$ cat src/hw/rtl/swmv_pkg.sv
// swmv_pkg: shared constants, codes and types for the majority vote block
// no dependencies
package swmv_pkg;

    localparam int MAX_LABELS_DEF   = 16;
    localparam int WINDOW_DEPTH_DEF = 32;

    localparam int LABEL_W      = 4;
    localparam int NUM_LABELS_W = 5;
    localparam int WIN_LEN_W    = 6;
    localparam int CFG_DATA_W   = 6;
    localparam int CFG_IDX_W    = 1;

    localparam logic [CFG_IDX_W-1:0] REG_NUM_LABELS    = 1'b0;
    localparam logic [CFG_IDX_W-1:0] REG_WINDOW_LENGTH = 1'b1;

    localparam logic [NUM_LABELS_W-1:0] NUM_LABELS_RST    = 5'd16;
    localparam logic [WIN_LEN_W-1:0]    WINDOW_LENGTH_RST = 6'd32;

    typedef enum logic [6:0] {
        S_IDLE = 7'b0000001,
        S_OLD  = 7'b0000010,
        S_DEC  = 7'b0000100,
        S_INC  = 7'b0001000,
        S_SCAN = 7'b0010000,
        S_LAST = 7'b0100000,
        S_DONE = 7'b1000000
    } t_state;

    typedef struct packed {
        logic accept;
        logic rd_old;
        logic dec;
        logic inc;
        logic scan_rd;
        logic out_load;
    } t_dp_cmd;

    typedef struct packed {
        logic scan_last;
        logic out_free;
    } t_dp_stat;

endpackage

$ cat src/hw/rtl/swmv_in_if.sv
// swmv_in_if: input channel carrying one label word
// depends on swmv_pkg
interface swmv_in_if import swmv_pkg::*; ();
    logic               valid;
    logic               ready;
    logic [LABEL_W-1:0] label;

    modport source (output valid, output label, input ready);
    modport sink (input valid, input label, output ready);
endinterface

$ cat src/hw/rtl/swmv_out_if.sv
// swmv_out_if: output channel carrying one winner word
// depends on swmv_pkg
interface swmv_out_if import swmv_pkg::*; ();
    logic               valid;
    logic               ready;
    logic [LABEL_W-1:0] winner;

    modport source (output valid, output winner, input ready);
    modport sink (input valid, input winner, output ready);
endinterface

$ cat src/hw/rtl/sliding_window_majority_vote_top.sv
// sliding_window_majority_vote_top: majority vote over the last labels of a stream
// one word at a time: a new word is taken only in idle, after the serial scan of the count ram and the result load
// reset: synchronous active low; counts, pointer and fill level cleared, no clearing pass
// depends on swmv_pkg, swmv_in_if, swmv_out_if, swmv_ctrl, swmv_dp
module sliding_window_majority_vote_top import swmv_pkg::*; #(
    parameter int MAX_LABELS   = MAX_LABELS_DEF,
    parameter int WINDOW_DEPTH = WINDOW_DEPTH_DEF
) (
    input  logic                  i_clk,
    input  logic                  i_rst_n,
    swmv_in_if.sink               i_in,
    swmv_out_if.source            o_out,
    input  logic                  i_cfg_we,
    input  logic [CFG_IDX_W-1:0]  i_cfg_idx,
    input  logic [CFG_DATA_W-1:0] i_cfg_data
);
    logic [NUM_LABELS_W-1:0] r_num_labels;
    logic [WIN_LEN_W-1:0]    r_window_length;
    logic                    clear;

    assign clear = i_cfg_we && (i_cfg_idx == REG_WINDOW_LENGTH);

    always_ff @(posedge i_clk) begin
        if (!i_rst_n) begin
            r_num_labels    <= NUM_LABELS_RST;
            r_window_length <= WINDOW_LENGTH_RST;
        end else if (i_cfg_we) begin
            unique case (i_cfg_idx)
                REG_NUM_LABELS:    r_num_labels    <= i_cfg_data[NUM_LABELS_W-1:0];
                REG_WINDOW_LENGTH: r_window_length <= i_cfg_data[WIN_LEN_W-1:0];
                default: begin
                end
            endcase
        end
    end

    t_dp_cmd  cmd;
    t_dp_stat stat;

    swmv_ctrl u_ctrl (
        .i_clk      (i_clk),
        .i_rst_n    (i_rst_n),
        .i_in_valid (i_in.valid),
        .o_in_ready (i_in.ready),
        .o_cmd      (cmd),
        .i_stat     (stat)
    );

    swmv_dp #(
        .MAX_LABELS   (MAX_LABELS),
        .WINDOW_DEPTH (WINDOW_DEPTH)
    ) u_dp (
        .i_clk           (i_clk),
        .i_rst_n         (i_rst_n),
        .i_cmd           (cmd),
        .o_stat          (stat),
        .i_clear         (clear),
        .i_num_labels    (r_num_labels),
        .i_window_length (r_window_length),
        .i_label         (i_in.label),
        .o_out_valid     (o_out.valid),
        .i_out_ready     (o_out.ready),
        .o_winner        (o_out.winner)
    );
endmodule

$ cat src/hw/rtl/swmv_ram.sv
// swmv_ram: generic single write, single read ram with registered read
// read-first on a same-address write; no dependencies
module swmv_ram #(
    parameter int WIDTH = 4,
    parameter int DEPTH = 32
) (
    input  logic                                  i_clk,
    input  logic                                  i_we,
    input  logic [(DEPTH > 1 ? $clog2(DEPTH) : 1)-1:0] i_waddr,
    input  logic [WIDTH-1:0]                      i_wdata,
    input  logic                                  i_re,
    input  logic [(DEPTH > 1 ? $clog2(DEPTH) : 1)-1:0] i_raddr,
    output logic [WIDTH-1:0]                      o_rdata
);
    logic [WIDTH-1:0] r_mem [DEPTH];
    logic [WIDTH-1:0] r_rdata;

    always_ff @(posedge i_clk) begin
        if (i_we) begin
            r_mem[i_waddr] <= i_wdata;
        end
        if (i_re) begin
            r_rdata <= r_mem[i_raddr];
        end
    end

    assign o_rdata = r_rdata;
endmodule

$ cat src/hw/rtl/swmv_ctrl.sv
// swmv_ctrl: sequencer for ring update, count update and winner scan
// depends on swmv_pkg
module swmv_ctrl import swmv_pkg::*; (
    input  logic     i_clk,
    input  logic     i_rst_n,
    input  logic     i_in_valid,
    output logic     o_in_ready,
    output t_dp_cmd  o_cmd,
    input  t_dp_stat i_stat
);
    t_state r_state;
    t_state n_state;

    always_comb begin
        n_state = r_state;
        o_cmd   = '0;
        unique case (r_state)
            S_IDLE: begin
                if (i_in_valid) begin
                    o_cmd.accept = 1'b1;
                    n_state      = S_OLD;
                end
            end
            S_OLD: begin
                o_cmd.rd_old = 1'b1;
                n_state      = S_DEC;
            end
            S_DEC: begin
                o_cmd.dec = 1'b1;
                n_state   = S_INC;
            end
            S_INC: begin
                o_cmd.inc = 1'b1;
                n_state   = S_SCAN;
            end
            S_SCAN: begin
                o_cmd.scan_rd = 1'b1;
                if (i_stat.scan_last) begin
                    n_state = S_LAST;
                end
            end
            S_LAST: begin
                n_state = S_DONE;
            end
            S_DONE: begin
                if (i_stat.out_free) begin
                    o_cmd.out_load = 1'b1;
                    n_state        = S_IDLE;
                end
            end
            default: begin
                n_state = S_IDLE;
            end
        endcase
    end

    always_ff @(posedge i_clk) begin
        if (!i_rst_n) begin
            r_state <= S_IDLE;
        end else begin
            r_state <= n_state;
        end
    end

    assign o_in_ready = (r_state == S_IDLE);

    a_accept_starts: assert property (@(posedge i_clk) disable iff (!i_rst_n)
        (i_in_valid && o_in_ready) |=> (r_state == S_OLD))
        else $error("accepted word did not start the update");

    a_load_only_free: assert property (@(posedge i_clk) disable iff (!i_rst_n)
        o_cmd.out_load |-> i_stat.out_free)
        else $error("result loaded over a pending word");

    a_done_returns: assert property (@(posedge i_clk) disable iff (!i_rst_n)
        (r_state == S_DONE && i_stat.out_free) |=> (r_state == S_IDLE))
        else $error("sequencer did not return to idle after result");
endmodule

$ cat src/hw/rtl/swmv_dp.sv
// swmv_dp: label ring, vote counts, scan comparator and result register
// depends on swmv_pkg and swmv_ram
module swmv_dp import swmv_pkg::*; #(
    parameter int MAX_LABELS   = MAX_LABELS_DEF,
    parameter int WINDOW_DEPTH = WINDOW_DEPTH_DEF
) (
    input  logic                    i_clk,
    input  logic                    i_rst_n,
    input  t_dp_cmd                 i_cmd,
    output t_dp_stat                o_stat,
    input  logic                    i_clear,
    input  logic [NUM_LABELS_W-1:0] i_num_labels,
    input  logic [WIN_LEN_W-1:0]    i_window_length,
    input  logic [LABEL_W-1:0]      i_label,
    output logic                    o_out_valid,
    input  logic                    i_out_ready,
    output logic [LABEL_W-1:0]      o_winner
);
    localparam int LW = $clog2(MAX_LABELS);
    localparam int PW = (WINDOW_DEPTH > 1) ? $clog2(WINDOW_DEPTH) : 1;
    localparam int CW = $clog2(WINDOW_DEPTH + 1);

    logic [CW-1:0] w_eff;
    logic [LW-1:0] nl_m1;
    int            nl_int;
    int            w_int;

    always_comb begin
        w_int = int'(i_window_length);
        if (w_int == 0) begin
            w_int = 1;
        end else if (w_int > WINDOW_DEPTH) begin
            w_int = WINDOW_DEPTH;
        end
        nl_int = int'(i_num_labels);
        if (nl_int == 0) begin
            nl_int = 1;
        end else if (nl_int > MAX_LABELS) begin
            nl_int = MAX_LABELS;
        end
        w_eff = CW'(w_int);
        nl_m1 = LW'(nl_int - 1);
    end

    // ring pointer and fill level
    logic [PW-1:0] r_wp;
    logic [CW-1:0] r_fill;
    logic [PW-1:0] wp_eff;
    logic [PW-1:0] wp_next;
    logic          evict;

    assign wp_eff  = (int'(r_wp) >= int'(w_eff)) ? '0 : r_wp;
    assign wp_next = (int'(wp_eff) + 1 >= int'(w_eff)) ? '0 : PW'(int'(wp_eff) + 1);
    assign evict   = (r_fill >= w_eff);

    always_ff @(posedge i_clk) begin
        if (!i_rst_n || i_clear) begin
            r_wp   <= '0;
            r_fill <= '0;
        end else if (i_cmd.accept) begin
            r_wp   <= wp_next;
            r_fill <= evict ? w_eff : CW'(int'(r_fill) + 1);
        end
    end

    logic [LABEL_W-1:0] ring_rdata;

    swmv_ram #(
        .WIDTH (LABEL_W),
        .DEPTH (WINDOW_DEPTH)
    ) u_ring (
        .i_clk   (i_clk),
        .i_we    (i_cmd.accept),
        .i_waddr (wp_eff),
        .i_wdata (i_label),
        .i_re    (i_cmd.accept),
        .i_raddr (wp_eff),
        .o_rdata (ring_rdata)
    );

    // label capture and count addressing
    logic [LABEL_W-1:0]    r_lab;
    logic                  r_evict;
    logic [LW+LABEL_W-1:0] lab_ext;
    logic [LW+LABEL_W-1:0] old_ext;
    logic [LW-1:0]         lab_addr;
    logic [LW-1:0]         old_addr;
    logic                  lab_ok;
    logic                  old_ok;

    assign lab_ext  = {LW'(0), r_lab};
    assign old_ext  = {LW'(0), ring_rdata};
    assign lab_addr = lab_ext[LW-1:0];
    assign old_addr = old_ext[LW-1:0];
    assign lab_ok   = (int'(r_lab) < MAX_LABELS);
    assign old_ok   = (int'(ring_rdata) < MAX_LABELS);

    always_ff @(posedge i_clk) begin
        if (i_cmd.accept) begin
            r_lab   <= i_label;
            r_evict <= evict;
        end
    end

    // vote counts with per-entry valid bits, invalid reads as zero
    logic [MAX_LABELS-1:0] r_valid;
    logic                  r_rd_vld;
    logic [LW-1:0]         r_old_addr;
    logic                  r_dec_ok;
    logic                  r_hit;
    logic [LW-1:0]         r_idx;
    logic [CW-1:0]         cnt_rdata;
    logic [CW-1:0]         cnt_rd;
    logic                  cnt_we;
    logic [LW-1:0]         cnt_waddr;
    logic [CW-1:0]         cnt_wdata;
    logic                  cnt_re;
    logic [LW-1:0]         cnt_raddr;
    logic                  dec_wr;

    assign cnt_rd = r_rd_vld ? cnt_rdata : '0;
    assign dec_wr = i_cmd.dec && r_dec_ok && (cnt_rd != '0);

    always_comb begin
        cnt_we    = 1'b0;
        cnt_waddr = r_old_addr;
        cnt_wdata = CW'(int'(cnt_rd) - 1);
        cnt_re    = 1'b0;
        cnt_raddr = r_idx;
        if (i_cmd.rd_old) begin
            cnt_re    = 1'b1;
            cnt_raddr = old_addr;
        end
        if (i_cmd.dec) begin
            cnt_we    = dec_wr;
            cnt_re    = 1'b1;
            cnt_raddr = lab_addr;
        end
        if (i_cmd.inc) begin
            cnt_we    = lab_ok;
            cnt_waddr = lab_addr;
            // a same-cycle decrement of this label is not in the read data
            cnt_wdata = r_hit ? cnt_rd : CW'(int'(cnt_rd) + 1);
        end
        if (i_cmd.scan_rd) begin
            cnt_re    = 1'b1;
            cnt_raddr = r_idx;
        end
    end

    swmv_ram #(
        .WIDTH (CW),
        .DEPTH (MAX_LABELS)
    ) u_counts (
        .i_clk   (i_clk),
        .i_we    (cnt_we),
        .i_waddr (cnt_waddr),
        .i_wdata (cnt_wdata),
        .i_re    (cnt_re),
        .i_raddr (cnt_raddr),
        .o_rdata (cnt_rdata)
    );

    always_ff @(posedge i_clk) begin
        if (!i_rst_n || i_clear) begin
            r_valid <= '0;
        end else if (cnt_we) begin
            r_valid[cnt_waddr] <= 1'b1;
        end
    end

    always_ff @(posedge i_clk) begin
        if (cnt_re) begin
            r_rd_vld <= r_valid[cnt_raddr];
        end
        if (i_cmd.rd_old) begin
            r_old_addr <= old_addr;
            r_dec_ok   <= r_evict && old_ok;
        end
        if (i_cmd.dec) begin
            r_hit <= dec_wr && (r_old_addr == lab_addr);
        end
    end

    // winner scan
    logic                  r_cmp_en;
    logic [LW-1:0]         r_cmp_idx;
    logic [CW-1:0]         r_best;
    logic [LW-1:0]         r_best_idx;
    logic [LW+LABEL_W-1:0] best_ext;

    always_ff @(posedge i_clk) begin
        if (i_cmd.accept) begin
            r_idx <= '0;
        end else if (i_cmd.scan_rd) begin
            r_idx <= LW'(int'(r_idx) + 1);
        end
    end

    always_ff @(posedge i_clk) begin
        if (!i_rst_n) begin
            r_cmp_en <= 1'b0;
        end else begin
            r_cmp_en <= i_cmd.scan_rd;
        end
    end

    always_ff @(posedge i_clk) begin
        if (i_cmd.scan_rd) begin
            r_cmp_idx <= r_idx;
        end
        if (r_cmp_en && (r_cmp_idx == '0 || cnt_rd > r_best)) begin
            r_best     <= cnt_rd;
            r_best_idx <= r_cmp_idx;
        end
    end

    assign o_stat.scan_last = (r_idx == nl_m1);

    // result register
    logic               r_out_valid;
    logic [LABEL_W-1:0] r_winner;

    assign best_ext = {LABEL_W'(0), r_best_idx};

    always_ff @(posedge i_clk) begin
        if (!i_rst_n) begin
            r_out_valid <= 1'b0;
        end else if (i_cmd.out_load) begin
            r_out_valid <= 1'b1;
        end else if (i_out_ready) begin
            r_out_valid <= 1'b0;
        end
    end

    always_ff @(posedge i_clk) begin
        if (i_cmd.out_load) begin
            r_winner <= best_ext[LABEL_W-1:0];
        end
    end

    assign o_stat.out_free = !r_out_valid || i_out_ready;
    assign o_out_valid     = r_out_valid;
    assign o_winner        = r_winner;

    a_fill_bounded: assert property (@(posedge i_clk) disable iff (!i_rst_n)
        r_fill <= w_eff)
        else $error("fill level beyond window length");

    a_hit_needs_dec: assert property (@(posedge i_clk) disable iff (!i_rst_n)
        (i_cmd.dec && !dec_wr) |=> !r_hit)
        else $error("count bypass without a decrement");
endmodule

$ cat src/flat_wrapper.sv
// flat-port wrapper written by rule: the top's interface ports become plain ports
module sliding_window_majority_vote_top_flat import swmv_pkg::*;
#(
    parameter int MAX_LABELS   = MAX_LABELS_DEF,
    parameter int WINDOW_DEPTH = WINDOW_DEPTH_DEF
)
  (i_clk, i_rst_n, i_cfg_we, i_cfg_idx, i_cfg_data, i_in_valid, i_in_label, i_in_ready, o_out_valid, o_out_winner, o_out_ready);
  swmv_in_if i_in_i ();
  swmv_out_if o_out_i ();
  input  logic i_clk;
  input  logic i_rst_n;
  input  logic i_cfg_we;
  input  logic [CFG_IDX_W-1:0] i_cfg_idx;
  input  logic [CFG_DATA_W-1:0] i_cfg_data;
  input wire logic [$bits(i_in_i.valid)-1:0] i_in_valid;
  input wire logic [$bits(i_in_i.label)-1:0] i_in_label;
  output wire logic [$bits(i_in_i.ready)-1:0] i_in_ready;
  output wire logic [$bits(o_out_i.valid)-1:0] o_out_valid;
  output wire logic [$bits(o_out_i.winner)-1:0] o_out_winner;
  input wire logic [$bits(o_out_i.ready)-1:0] o_out_ready;
  assign i_in_i.valid = i_in_valid;
  assign i_in_i.label = i_in_label;
  assign i_in_ready = i_in_i.ready;
  assign o_out_valid = o_out_i.valid;
  assign o_out_winner = o_out_i.winner;
  assign o_out_i.ready = o_out_ready;
  sliding_window_majority_vote_top #(.MAX_LABELS(MAX_LABELS), .WINDOW_DEPTH(WINDOW_DEPTH)) u_core (.i_clk(i_clk), .i_rst_n(i_rst_n), .i_in(i_in_i), .o_out(o_out_i), .i_cfg_we(i_cfg_we), .i_cfg_idx(i_cfg_idx), .i_cfg_data(i_cfg_data));
endmodule
$ cat config.mk
export PLATFORM = sky130hd
export DESIGN_NAME = sliding_window_majority_vote_top_flat
export DESIGN_NICKNAME = d
export VERILOG_FILES = /design/src/hw/rtl/swmv_pkg.sv /design/src/hw/rtl/swmv_in_if.sv /design/src/hw/rtl/swmv_out_if.sv /design/src/hw/rtl/sliding_window_majority_vote_top.sv /design/src/hw/rtl/swmv_ram.sv /design/src/hw/rtl/swmv_ctrl.sv /design/src/hw/rtl/swmv_dp.sv /design/src/flat_wrapper.sv
export SDC_FILE = /design/constraint.sdc
export NUM_CORES = 1
export LEC_CHECK = 0
export BUFFER_PORTS_ARGS = -buffer_cell sky130_fd_sc_hd__buf_2
export CORE_UTILIZATION = 45
export CTS_CLUSTER_DIAMETER = 50
export DETAILED_ROUTE_END_ITERATION = 7
export SETUP_SLACK_MARGIN = 0.1
export SYNTH_ARGS = -nofsm -noshare
export SYNTH_HDL_FRONTEND = slang
export SYNTH_SLANG_ARGS = --single-unit
$ cat constraint.sdc
create_clock -name i_clk -period 4.9 [get_ports i_clk]
set_input_delay 0.49 -clock i_clk [delete_from_list [all_inputs] [get_ports i_clk]]
set_output_delay 0.49 -clock i_clk [all_outputs]
set_load 0.01 [all_outputs]
==> metrics.cfg <==
[synth]
netlist_top_cells_area = edfxtp_1 58%, dfxtp_1 7.5%, mux2i_1 5.9%
synthTopCellsByCount = 264 x edfxtp_1, 125 x nor2_1, 80 x mux2i_1
ys_warn_count = 0
syn_avg_cell_area_um2 = 13.0
async_flop_share_pct = 0
syn_area_um2 = 13700
synth_top_area_share_pct = 58.0
yosys.area.top_type = edfxtp_1
netlist_instances = 1055
ys.flop_type = edfxtp_1
ys_ff_latch = 315
synth_most_common_cell = edfxtp_1
synth_edf_count = 264
synth_nets = 1104
ys_types = 64
synth_seq_area_share_pct = 65.4

[floorplan]
pin_count = 22
coreArea_um2 = 29800
start_util_pct = 45.9
die_w_um = 176
die_h_um = 176
rows = 63
die_area_um2 = 31100

[layout]
finalNetCount = 1130
regArea_um2 = 8950
drive_above_1_share_pct = 10.6
final_cells = 1495
area_growth_pct = 12.3
multi_input_area_um2 = 4420
antennaDiodeCount = 0
num-fill-cells = 2580

[routing]
drc = 0
ant_nets = 0
vias = 8409
finalWirelength_mm = 30.0
dr.pass1.iters = 5
drt_iter0_markers = 711
viasPerCell = 5.62
wl_per_cell_um = 20.1

[timing]
tightest_slew_ns = 1.22
fmax_ghz = 0.269
setup-violations-final = 0
hold_slack_ns = 0.214
timing.setup.tns_ns = 0
rsz0062_at_grt = false
max_slew_margin_pct = 17.9
timing_hold_violations_final = 0
fin_crit_ns = 3.72
finalMaxSlewViolations = 0
clock-skew-final_ns = 0.0194
fin_crit_sh_pct = 75.9

[global_routing]
grt_pass1_vias = 8224
grt_pass1_wl_mm = 47.2
grt_max_degree = 40
grt_overflow = 0
antenna_found_initial = 0
grtUsageTotal_pct = 19.9

[clock_tree]
cts-buffers-inserted = 38
cts_sinks = 315
post_cts_resized = 0
clockBufferDepth = 3
cts_tree = done
root_buffer = clkbuf_16
cts_hold_buf = 0
h-tree-depth = 2
post_cts_buffers = 0
insertion_delay_ns = 0.52
clk_pin_slew_ns = 0.06

[job]
cap_viol_max_count = 0

[worst_setup_path]
crit_arrival_ns = 4.16
regToRegSetupSlack_ns = 1.18
crit_type = reg -> reg
crit_start = u_core.r_window_length[1]
cp_max_fo = 6
crit_required_ns = 5.35
r2r_start = u_core.r_window_length[1]
endpoint = u_core.u_dp.r_wp[0]
worst_setup_path_start_kind = flop
crit_path_end_kind = flop
reg2reg_depth = 17
r2r_end = u_core.u_dp.r_wp[0]

[power]
irDropWorstVdd_v = 0.000317
power.density_nw_per_um2 = 381
p_leak_nw = 5.50

[status]
status = finished, final reports clean

[place]
io_buffers = 21
gp_congestion = 0.828
dp.cells = 1431
dp_hpwl_mm = 19.8

[hold_path]
hold_path.class = in -> reg

-- per-layer routing --
layer	up-vias	global-route usage [%]	wire (um)
li1	4036	-	-
met1	4095	27.8	13900
met2	220	31.3	14000
met3	58	3.51	1400
met4	0	6.85	694
met5	-	0	0
-- registers in the layout (all words and copies together), names as in the netlist, 5 cells and up --
register and flops:
u_core.u_dp.u_counts.o_rdata 6, u_core.u_dp.u_counts.r_mem 96, u_core.r_num_labels 5, u_core.u_dp.r_wp 5, u_core.u_dp.r_valid 16, u_core.r_window_length 6
u_core.u_ctrl.r_state 7, u_core.u_dp.r_best 6, u_core.u_dp.r_fill 6, u_core.u_dp.u_ring.r_mem 128
-- worst max-delay path, stage by stage (launching register included) --
cell,delay [ns]
dfxtp_1,0.32
nor4_1,0.26
nor2_1,0.07
nor2_1,0.26
ha_1,0.30
nor3b_1,0.18
o21ai_0,0.16
nand2_1,0.15
and2_1,0.30
ha_1,0.36
nand3_1,0.13
xor2_1,0.17
nor2_1,0.15
ha_1,0.25
o21ai_0,0.15
a21o_1,0.19
nand3_1,0.10
a21oi_1,0.15
-- layout make-up --
cell class / count / share of cell area, %
multi-input combinational: 661 / 28.8
clock buffer: 51 / 6.99
sequential: 315 / 58.3
timing repair buffer: 36 / 1.50
tap: 390 / 3.18
clock inverter: 13 / 0.562
inverter: 29 / 0.717
-- cells by family after synthesis --
kind of cell,Yosys count,share of synthesized area (%)
flops,315,65.4
mux,93,7.67
buf+inv,79,2.42
compound gates,185,8.59
fa+ha+maj,33,3.02
xor+xnor,19,1.22
simple gates,331,11.6
-- where the power goes --
group | total (W) | switching [W] | internal [W]
sequential | 0.00295 | 0.0000232 | 0.00293
combinational | 0.000305 | 0.000202 | 0.000103
clock | 0.00260 | 0.00106 | 0.00154
-- how the worst min path moves through the flow --
stage | from | end | slack, ns | depth (start not counted)
after detailed placement | u_core.u_dp.r_best_idx[0] | u_core.u_dp.o_winner[0] | 0.41 | 0
after floorplan | u_core.u_dp.r_best_idx[0] | u_core.u_dp.o_winner[0] | 0.40 | 0
final | i_rst_n | u_core.r_num_labels[4] | 0.21 | 2
after CTS | i_rst_n | u_core.r_num_labels[4] | 0.20 | 2
after global routing | i_rst_n | u_core.r_num_labels[4] | 0.21 | 2
after global placement | u_core.u_dp.r_evict | u_core.u_dp.r_dec_ok | 0.40 | 0
-- layout by cell type (no fill, tap or decap), drive strengths merged, types with 4 or more instances in the layout --
| master | n |
|---|---|
| o221ai | 5 |
| mux2i | 80 |
| or4 | 8 |
| and3 | 9 |
| xor2 | 10 |
| edfxtp | 264 |
| a21oi | 49 |
| nor4 | 5 |
| and2 | 19 |
| a31oi | 14 |
| nor2b | 7 |
| or2 | 6 |
| dfxtp | 51 |
| inv | 33 |
| ha | 33 |
| clkinv | 7 |
| nand3 | 32 |
| a2111oi | 4 |
| a211oi | 7 |
| nand2b | 8 |
| o22ai | 34 |
| o31ai | 4 |
| nor3 | 20 |
| nor2 | 125 |
| buf | 36 |
| xnor2 | 9 |
| or3 | 10 |
| o21ai | 35 |
| clkbuf | 51 |
| mux2 | 4 |
| nand4 | 10 |
| mux4 | 9 |
| nand2 | 62 |
-- through the flow --
stage / setup WS (ns) / instance area (um^2) / util [%] / total power [W]
after global routing: 0.757 / 15400 / 51.5 / 0.00603
after global placement: 1.22 / 14200 / 47.6 / 0.00331
final: 1.18 / 15400 / 51.5 / 0.00585
after detailed placement: 1.19 / 14200 / 47.6 / 0.00331
after floorplan: 1.47 / 13700 / - / 0.00320
after CTS: 1.18 / 15400 / 51.5 / 0.00590
No activity file was read; power rests on OpenSTA's default activity.
